**config.mk**
```make
export PLATFORM = sky130hd
export DESIGN_NAME = door_servo_sequencer_debounced_top
export DESIGN_NICKNAME = d
export VERILOG_FILES = /design/src/hw/rtl/dsd_pkg.sv /design/src/hw/rtl/dsd_cfg_regs.sv /design/src/hw/rtl/dsd_core.sv /design/src/hw/rtl/door_servo_sequencer_debounced_top.sv
export SDC_FILE = /design/constraint.sdc
export NUM_CORES = 1
export LEC_CHECK = 0
export CORE_ASPECT_RATIO = 0.6
export CORE_UTILIZATION = 40
export CTS_CLUSTER_SIZE = 10
export DETAILED_ROUTE_END_ITERATION = 10
export DONT_BUFFER_PORTS = 1
export GPL_ROUTABILITY_DRIVEN = 0
export PLACE_DENSITY_LB_ADDON = 0.2
export REMOVE_ABC_BUFFERS = 1
export SLEW_MARGIN = 20
export SYNTH_ARGS = -nofsm -noshare
export SYNTH_HDL_FRONTEND = slang
export SYNTH_HIERARCHICAL = 1
export SYNTH_SLANG_ARGS = --single-unit
export TNS_END_PERCENT = 50
```
**constraint.sdc**
```tcl
create_clock -name clk -period 7.4 [get_ports clk]
set_input_delay 1.85 -clock clk [delete_from_list [all_inputs] [get_ports clk]]
set_output_delay 1.85 -clock clk [all_outputs]
set_load 0.005 [all_outputs]
```
**src/hw/rtl/dsd_pkg.sv**
```systemverilog
// ----------------------------------------------------------------------------
// dsd_pkg
// Shared types and constants of the door servo sequencer with button debounce.
// ----------------------------------------------------------------------------
package dsd_pkg;

	localparam int unsigned TimeW  = 32;
	localparam int unsigned RegW   = 16;
	localparam int unsigned IndexW = 3;

	typedef enum logic [1:0] {
		POS_CLOSED  = 2'd0,
		POS_OPENING = 2'd1,
		POS_OPEN    = 2'd2,
		POS_CLOSING = 2'd3
	} pos_t;

	typedef enum logic [1:0] {
		ACT_IDLE  = 2'd0,
		ACT_OPEN  = 2'd1,
		ACT_CLOSE = 2'd2,
		ACT_STOP  = 2'd3
	} act_t;

	localparam logic [IndexW-1:0] REG_DEBOUNCE    = 3'd0;
	localparam logic [IndexW-1:0] REG_OPEN_TIME   = 3'd1;
	localparam logic [IndexW-1:0] REG_CLOSE_TIME  = 3'd2;
	localparam logic [IndexW-1:0] REG_PULSE_STOP  = 3'd3;
	localparam logic [IndexW-1:0] REG_PULSE_OPEN  = 3'd4;
	localparam logic [IndexW-1:0] REG_PULSE_CLOSE = 3'd5;

	localparam logic [RegW-1:0] DEBOUNCE_RST    = 16'd30;
	localparam logic [RegW-1:0] OPEN_TIME_RST   = 16'd500;
	localparam logic [RegW-1:0] CLOSE_TIME_RST  = 16'd550;
	localparam logic [RegW-1:0] PULSE_STOP_RST  = 16'd1500;
	localparam logic [RegW-1:0] PULSE_OPEN_RST  = 16'd1900;
	localparam logic [RegW-1:0] PULSE_CLOSE_RST = 16'd1420;

	typedef struct packed {
		logic [RegW-1:0] debounce_ms;
		logic [RegW-1:0] open_time_ms;
		logic [RegW-1:0] close_time_ms;
		logic [RegW-1:0] pulse_stop;
		logic [RegW-1:0] pulse_open;
		logic [RegW-1:0] pulse_close;
	} cfg_t;

	typedef struct packed {
		logic [TimeW-1:0] now_ms;
		logic             button_level;
		act_t             action;
	} item_t;

	typedef struct packed {
		pos_t            door_state;
		logic [RegW-1:0] servo_pulse;
		logic            in_motion;
		logic            manual_move;
	} result_t;

endpackage

```
**src/hw/rtl/dsd_cfg_regs.sv**
```systemverilog
// ----------------------------------------------------------------------------
// dsd_cfg_regs
// Configuration register file, written through a plain indexed write port.
// ----------------------------------------------------------------------------
module dsd_cfg_regs (
	input  logic                         clk,
	input  logic                         arst_n,
	input  logic                         cfg_wr_en,
	input  logic [dsd_pkg::IndexW-1:0]   cfg_index,
	input  logic [dsd_pkg::RegW-1:0]     cfg_wdata,
	output dsd_pkg::cfg_t                cfg
);

	dsd_pkg::cfg_t cfg_q;

	always_ff @(posedge clk or negedge arst_n) begin
		if (!arst_n) begin
			cfg_q.debounce_ms   <= dsd_pkg::DEBOUNCE_RST;
			cfg_q.open_time_ms  <= dsd_pkg::OPEN_TIME_RST;
			cfg_q.close_time_ms <= dsd_pkg::CLOSE_TIME_RST;
			cfg_q.pulse_stop    <= dsd_pkg::PULSE_STOP_RST;
			cfg_q.pulse_open    <= dsd_pkg::PULSE_OPEN_RST;
			cfg_q.pulse_close   <= dsd_pkg::PULSE_CLOSE_RST;
		end else if (cfg_wr_en) begin
			case (cfg_index)
				dsd_pkg::REG_DEBOUNCE:    cfg_q.debounce_ms   <= cfg_wdata;
				dsd_pkg::REG_OPEN_TIME:   cfg_q.open_time_ms  <= cfg_wdata;
				dsd_pkg::REG_CLOSE_TIME:  cfg_q.close_time_ms <= cfg_wdata;
				dsd_pkg::REG_PULSE_STOP:  cfg_q.pulse_stop    <= cfg_wdata;
				dsd_pkg::REG_PULSE_OPEN:  cfg_q.pulse_open    <= cfg_wdata;
				dsd_pkg::REG_PULSE_CLOSE: cfg_q.pulse_close   <= cfg_wdata;
				default: ;
			endcase
		end
	end

	assign cfg = cfg_q;

endmodule

```
**src/hw/rtl/dsd_core.sv**
```systemverilog
// ----------------------------------------------------------------------------
// dsd_core
// Debounce and door state update for one poll, with the state registers.
// ----------------------------------------------------------------------------
module dsd_core (
	input  logic             clk,
	input  logic             arst_n,
	input  logic             step,
	input  dsd_pkg::item_t   item,
	input  dsd_pkg::cfg_t    cfg,
	output dsd_pkg::result_t result
);

	dsd_pkg::pos_t                 pos_q, pos_d;
	logic                          moving_q, moving_d;
	logic [dsd_pkg::TimeW-1:0]     start_q, start_d;
	logic                          last_raw_q;
	logic                          stable_q, stable_d;
	logic [dsd_pkg::TimeW-1:0]     change_q, change_d;
	logic                          manual_q, manual_d;
	logic [dsd_pkg::RegW-1:0]      servo_q, servo_d;

	logic [dsd_pkg::TimeW-1:0]     since_change;
	logic [dsd_pkg::TimeW-1:0]     since_start;
	logic [dsd_pkg::RegW-1:0]      duration;
	logic                          take_level;
	logic                          press;
	dsd_pkg::act_t                 act;

	always_comb begin
		change_d     = (item.button_level != last_raw_q) ? item.now_ms : change_q;
		since_change = item.now_ms - change_d;
		take_level   = (since_change >= {16'd0, cfg.debounce_ms}) &&
		               (item.button_level != stable_q);
		stable_d     = take_level ? item.button_level : stable_q;
		press        = take_level && !item.button_level && !moving_q &&
		               (pos_q == dsd_pkg::POS_CLOSED || pos_q == dsd_pkg::POS_OPEN);

		act = item.action;
		if (press) begin
			act = (pos_q == dsd_pkg::POS_CLOSED) ? dsd_pkg::ACT_OPEN : dsd_pkg::ACT_CLOSE;
		end

		duration    = (pos_q == dsd_pkg::POS_OPENING) ? cfg.open_time_ms : cfg.close_time_ms;
		since_start = item.now_ms - start_q;

		pos_d    = pos_q;
		moving_d = moving_q;
		start_d  = start_q;
		manual_d = manual_q;
		servo_d  = servo_q;

		if (moving_q) begin
			if (since_start >= {16'd0, duration}) begin
				servo_d  = cfg.pulse_stop;
				moving_d = 1'b0;
				if (pos_q == dsd_pkg::POS_OPENING) begin
					pos_d = dsd_pkg::POS_OPEN;
				end else if (pos_q == dsd_pkg::POS_CLOSING) begin
					pos_d = dsd_pkg::POS_CLOSED;
				end
			end
		end else begin
			case (act)
				dsd_pkg::ACT_OPEN: begin
					if (pos_q == dsd_pkg::POS_CLOSED) begin
						pos_d    = dsd_pkg::POS_OPENING;
						servo_d  = cfg.pulse_open;
						start_d  = item.now_ms;
						moving_d = 1'b1;
						manual_d = press;
					end
				end
				dsd_pkg::ACT_CLOSE: begin
					if (pos_q == dsd_pkg::POS_OPEN) begin
						pos_d    = dsd_pkg::POS_CLOSING;
						servo_d  = cfg.pulse_close;
						start_d  = item.now_ms;
						moving_d = 1'b1;
						manual_d = press;
					end
				end
				dsd_pkg::ACT_STOP: begin
					servo_d  = cfg.pulse_stop;
					moving_d = 1'b0;
				end
				default: ;
			endcase
		end
	end

	always_ff @(posedge clk or negedge arst_n) begin
		if (!arst_n) begin
			pos_q      <= dsd_pkg::POS_CLOSED;
			moving_q   <= 1'b0;
			start_q    <= '0;
			last_raw_q <= 1'b1;
			stable_q   <= 1'b1;
			change_q   <= '0;
			manual_q   <= 1'b0;
			servo_q    <= dsd_pkg::PULSE_STOP_RST;
		end else if (step) begin
			pos_q      <= pos_d;
			moving_q   <= moving_d;
			start_q    <= start_d;
			last_raw_q <= item.button_level;
			stable_q   <= stable_d;
			change_q   <= change_d;
			manual_q   <= manual_d;
			servo_q    <= servo_d;
		end
	end

	assign result.door_state  = pos_d;
	assign result.servo_pulse = servo_d;
	assign result.in_motion   = moving_d;
	assign result.manual_move = manual_d;

endmodule

```
**src/hw/rtl/door_servo_sequencer_debounced_top.sv**
```systemverilog
// ----------------------------------------------------------------------------
// door_servo_sequencer_debounced_top
// Door servo sequencer with a time-debounced push button, stream interface.
// ----------------------------------------------------------------------------
// Each input beat is one poll and yields exactly one output beat. A poll is
// held in an input register, processed by the state update, and its result
// lands in an output register, so one poll per cycle is sustained while
// m_tready does not hold the output register. The single state update step,
// which reads the state left by the previous poll, sets this rate.
// Configuration writes take effect at once and belong between runs of polls.
module door_servo_sequencer_debounced_top (
	input  logic        clk,
	input  logic        arst_n,
	input  logic        s_tvalid,
	output logic        s_tready,
	input  logic [39:0] s_tdata,   // now_ms[31:0], button_level[32], action[34:33]
	output logic        m_tvalid,
	input  logic        m_tready,
	output logic [23:0] m_tdata,   // door_state[1:0], servo_pulse[17:2], in_motion[18],
	                               // manual_move[19]
	input  logic        cfg_wr_en,
	input  logic [2:0]  cfg_index,
	input  logic [15:0] cfg_wdata
);

	dsd_pkg::cfg_t    cfg;
	dsd_pkg::item_t   item_s1;
	logic             valid_s1;
	dsd_pkg::result_t result;
	dsd_pkg::result_t out_q;
	logic             out_valid_q;
	logic             advance;

	assign advance  = valid_s1 && (!out_valid_q || m_tready);
	assign s_tready = !valid_s1 || advance;

	always_ff @(posedge clk or negedge arst_n) begin
		if (!arst_n) begin
			valid_s1 <= 1'b0;
		end else if (s_tvalid && s_tready) begin
			valid_s1 <= 1'b1;
		end else if (advance) begin
			valid_s1 <= 1'b0;
		end
	end

	always_ff @(posedge clk) begin
		if (s_tvalid && s_tready) begin
			item_s1.now_ms       <= s_tdata[31:0];
			item_s1.button_level <= s_tdata[32];
			item_s1.action       <= dsd_pkg::act_t'(s_tdata[34:33]);
		end
	end

	dsd_cfg_regs u_cfg (
		.clk       (clk),
		.arst_n    (arst_n),
		.cfg_wr_en (cfg_wr_en),
		.cfg_index (cfg_index),
		.cfg_wdata (cfg_wdata),
		.cfg       (cfg)
	);

	dsd_core u_core (
		.clk    (clk),
		.arst_n (arst_n),
		.step   (advance),
		.item   (item_s1),
		.cfg    (cfg),
		.result (result)
	);

	always_ff @(posedge clk or negedge arst_n) begin
		if (!arst_n) begin
			out_valid_q <= 1'b0;
		end else if (advance) begin
			out_valid_q <= 1'b1;
		end else if (m_tready) begin
			out_valid_q <= 1'b0;
		end
	end

	always_ff @(posedge clk) begin
		if (advance) begin
			out_q <= result;
		end
	end

	assign m_tvalid = out_valid_q;
	assign m_tdata  = {4'd0, out_q.manual_move, out_q.in_motion, out_q.servo_pulse,
	                   out_q.door_state};

endmodule
```
==> flow_summary.toml <==
[floorplanning]
core_area_mm2 = 0.0382
fp.dieArea_mm2 = 0.0401
chipWidth_um = 258
dieHeight_um = 156
start_util = 0.412
io_pins = 90
rows = 55

[synth]
synth_fa_ha_area_frac = 0.0775
synthesis.area_mm2 = 0.0157
synth_top_family_by_area = "compound AO/OA/AOI/OAI gates"
synth-seq-cells = 239
synthXorXnorAreaFrac = 0.0314
syn_inst = 1543
synth_compound_area_frac = 0.176
synthFlopType = "dfrtp_1"
synth-seq-area-share = 0.401
synth-warning-count = 6
synth_edf_count = 55
yosys.cell_types.count = 101
synthSimpleGateAreaFrac = 0.127
synth_mux_area_frac = 0.134
ys_async_sr_fraction = 0.770
syn_avg_cell_area_um2 = 10.2

[route]
drt-pass1-iter-count = 6
remaining_drc_errors = 0
drt_wl_total_um = 41600
ant_nets = 0
viasPerCell = 5.76
wl_per_cell_um = 20.2
num_vias = 11900
drt_iter0_drc = 1018

[setup_path]
cpPeakStageDelay_ns = 0.49
path_class = "reg -> reg"
critPathArrivalTime_ns = 7.35
slowest_stage = "edfxtp_1"
r2r-start = "item_s1[2]"
critPathCaptureType = "flop"
regToRegSetupSlack_ns = 0.47
rr_endpoint = "u_core/servo_q[13]"
critPathTopFamily = "compound AO/OA/AOI/OAI gates"
ff2ff_path_depth = 36
start_kind = "flop"
critPathBufInv = 4
path_max_fanout = 17
worstPathRequired_ns = 7.82

[job]
cap_violations = 0

[global_routing]
antenna_found_initial = 0
grt_pass1_vias = 11300
track_usage = 0.209
grt_max_degree = 185
grt_pass1_wl_um = 65800
grt_overflow = 0

[clock_network]
cts-root-buf = "clkbuf_16"
cts_sinks = 239
clk_pin_slew_worst_paths_ns = 0.06
cts_max_level = 1
cts_made_buffers = 28
clock_latency_ns = 0.58
cts_tree = "built"
ctsHoldBuffers = 0
clockBufferDepth = 3

[layout]
final_common_cell = "mux2_2"
synthToLayoutAreaGrowth_pct = 9.24
drive_gt1_frac = 0.206
final_cell_mix = "mux2_2 (147), dfrtp_1 (141), a21oi_1 (108), inv_1 (99), nand2_1 (99)"
fin_area_mm2 = 0.0172
fin_nets = 1681
final_util = 0.450
diodes = 0
final_cells = 2060

[timing]
finalClockSkew_ns = 0.0159
holdWs_ns = 0.481
post-route-min-period_ns = 6.93
finalSetupTns_ns = 0
hold_violations = 0
finalSetupViolations = 0
slew_headroom = 0.356
rsz0062_at_grt = "false"
tightest_slew_ns = 0.966
fin_ws_ns = 0.466
maxSlewViolCount = 0
fin_crit_sh = 0.937
clock.fmax_mhz = 144

[placed_design]
dp_hpwl_um = 29600
dpl-instance-area_mm2 = 0.0162
dp_cells = 1999
port_buffers = 0
place_ws_ns = 0.391

[min_path]
hold_path_depth = 2
hp-class = "reg -> reg"
min_from = "u_core/manual_q"
worstHoldEndpoint = "u_core/manual_q"

[run_status]
status = "finished clean"

[power_and_ir_drop]
ir_drop_mv = 0.196
powerDensity_mw_per_mm2 = 386
power.total_mw = 6.64
p_leak_nw = 6.96
==> layer usage <==
layer / global-route usage / share of wire
met1: 0.329 / 0.51
met2: 0.284 / 0.39
met3: 0.0479 / 0.079
met4: 0.0417 / 0.015
met5: 0 / 0
==> power by group <==
part / switching [mW] / leakage (nW) / internal (mW)
Clock: 0.562 / 0.402 / 0.741
Sequential: 0.244 / 2.68 / 1.78
Combinational: 1.86 / 3.88 / 1.44
Total: 2.67 / 6.96 / 3.97
==> registers in the layout, summed over array words and instances, names as in the netlist <==
name               flops
u_cfg/cfg             96
item_s1               35
u_core/change_q       32
u_core/start_q        32
m_tdata               20
u_core/servo_q        16
u_core/pos_q           2
m_tvalid               1
u_core/last_raw_q      1
u_core/manual_q        1
u_core/moving_q        1
u_core/stable_q        1
valid_s1               1
==> worst min-delay path, stage by stage (launching register included) <==
cell and delay (ns):
dfrtp_1 0.34, nand2_1 0.05, o31ai_1 0.05
==> synthesized netlist by cell type, types with 6 or more instances <==
master	number	area share
mux2_2	147	0.11
dfrtp_1	142	0.23
a21oi_1	113	0.036
inv_1	99	0.024
nand2_1	99	0.024
ha_1	91	0.072
o21ai_0	87	0.028
nor2_1	70	0.017
edfxtp_1	55	0.11
nand2b_1	43	0.017
dfstp_2	42	0.070
clkbuf_1	41	0.0098
mux2i_1	41	0.026
xnor2_1	35	0.019
nor2b_1	33	0.013
a311oi_1	21	0.012
nor3_1	20	0.0064
a21o_1	19	0.0091
a41oi_1	18	0.010
o22ai_1	17	0.0068
a222oi_1	16	0.010
buf_2	16	0.0051
nand4_1	16	0.0064
nand3_1	14	0.0045
xor2_1	14	0.0078
buf_4	12	0.0057
a211oi_1	11	0.0053
and2_1	11	0.0044
a31oi_1	10	0.0040
and3_1	9	0.0036
buf_6	9	0.0064
or3_1	9	0.0036
o21a_1	8	0.0038
o211ai_1	7	0.0033
buf_1	6	0.0014
maj3_1	6	0.0038
==> logic make-up (layout without fill, tap and decap cells) <==
kind of cell / count (synthesis) / after routing
adders and majority gates: 98 / 98
muxes: 191 / 191
other: 1 / 4
and+or+nand+nor: 369 / 369
AOI/OAI and AO/OA: 407 / 407
buffers and inverters: 185 / 186
xor gates and xnor gates: 53 / 53
DFF: 239 / 239
==> how the worst max path moves through the flow <==
| stage | depth (start not counted) | slack [ns] | end | from |
|---|---|---|---|---|
| floorplan | 30 | 0.51 | u_core/start_q[10] | item_s1[2] |
| CTS | 36 | 0.35 | u_core/servo_q[0] | item_s1[2] |
| global route | 36 | 0.02 | u_core/servo_q[11] | item_s1[2] |
| global placement | 36 | 0.45 | u_core/servo_q[14] | item_s1[2] |
| detailed placement | 36 | 0.39 | u_core/servo_q[0] | item_s1[2] |
| finish | 36 | 0.47 | u_core/servo_q[13] | item_s1[2] |
==> layout make-up <==
class / count / area [um2]
Clock buffer: 51 / 817
Clock inverter: 1 / 30.0
Fill cell: 3608 / 21000
Inverter: 99 / 372
Multi-Input combinational cell: 1122 / 8700
Sequential cell: 239 / 6310
Tap cell: 513 / 642
Timing Repair Buffer: 35 / 313
==> timing repair <==
action,CTS,global route
endpoints found under the setup margin,0,63
buffers inserted,0,9
resized for setup,0,18
Note: power is estimated with default switching activity, not from simulation.
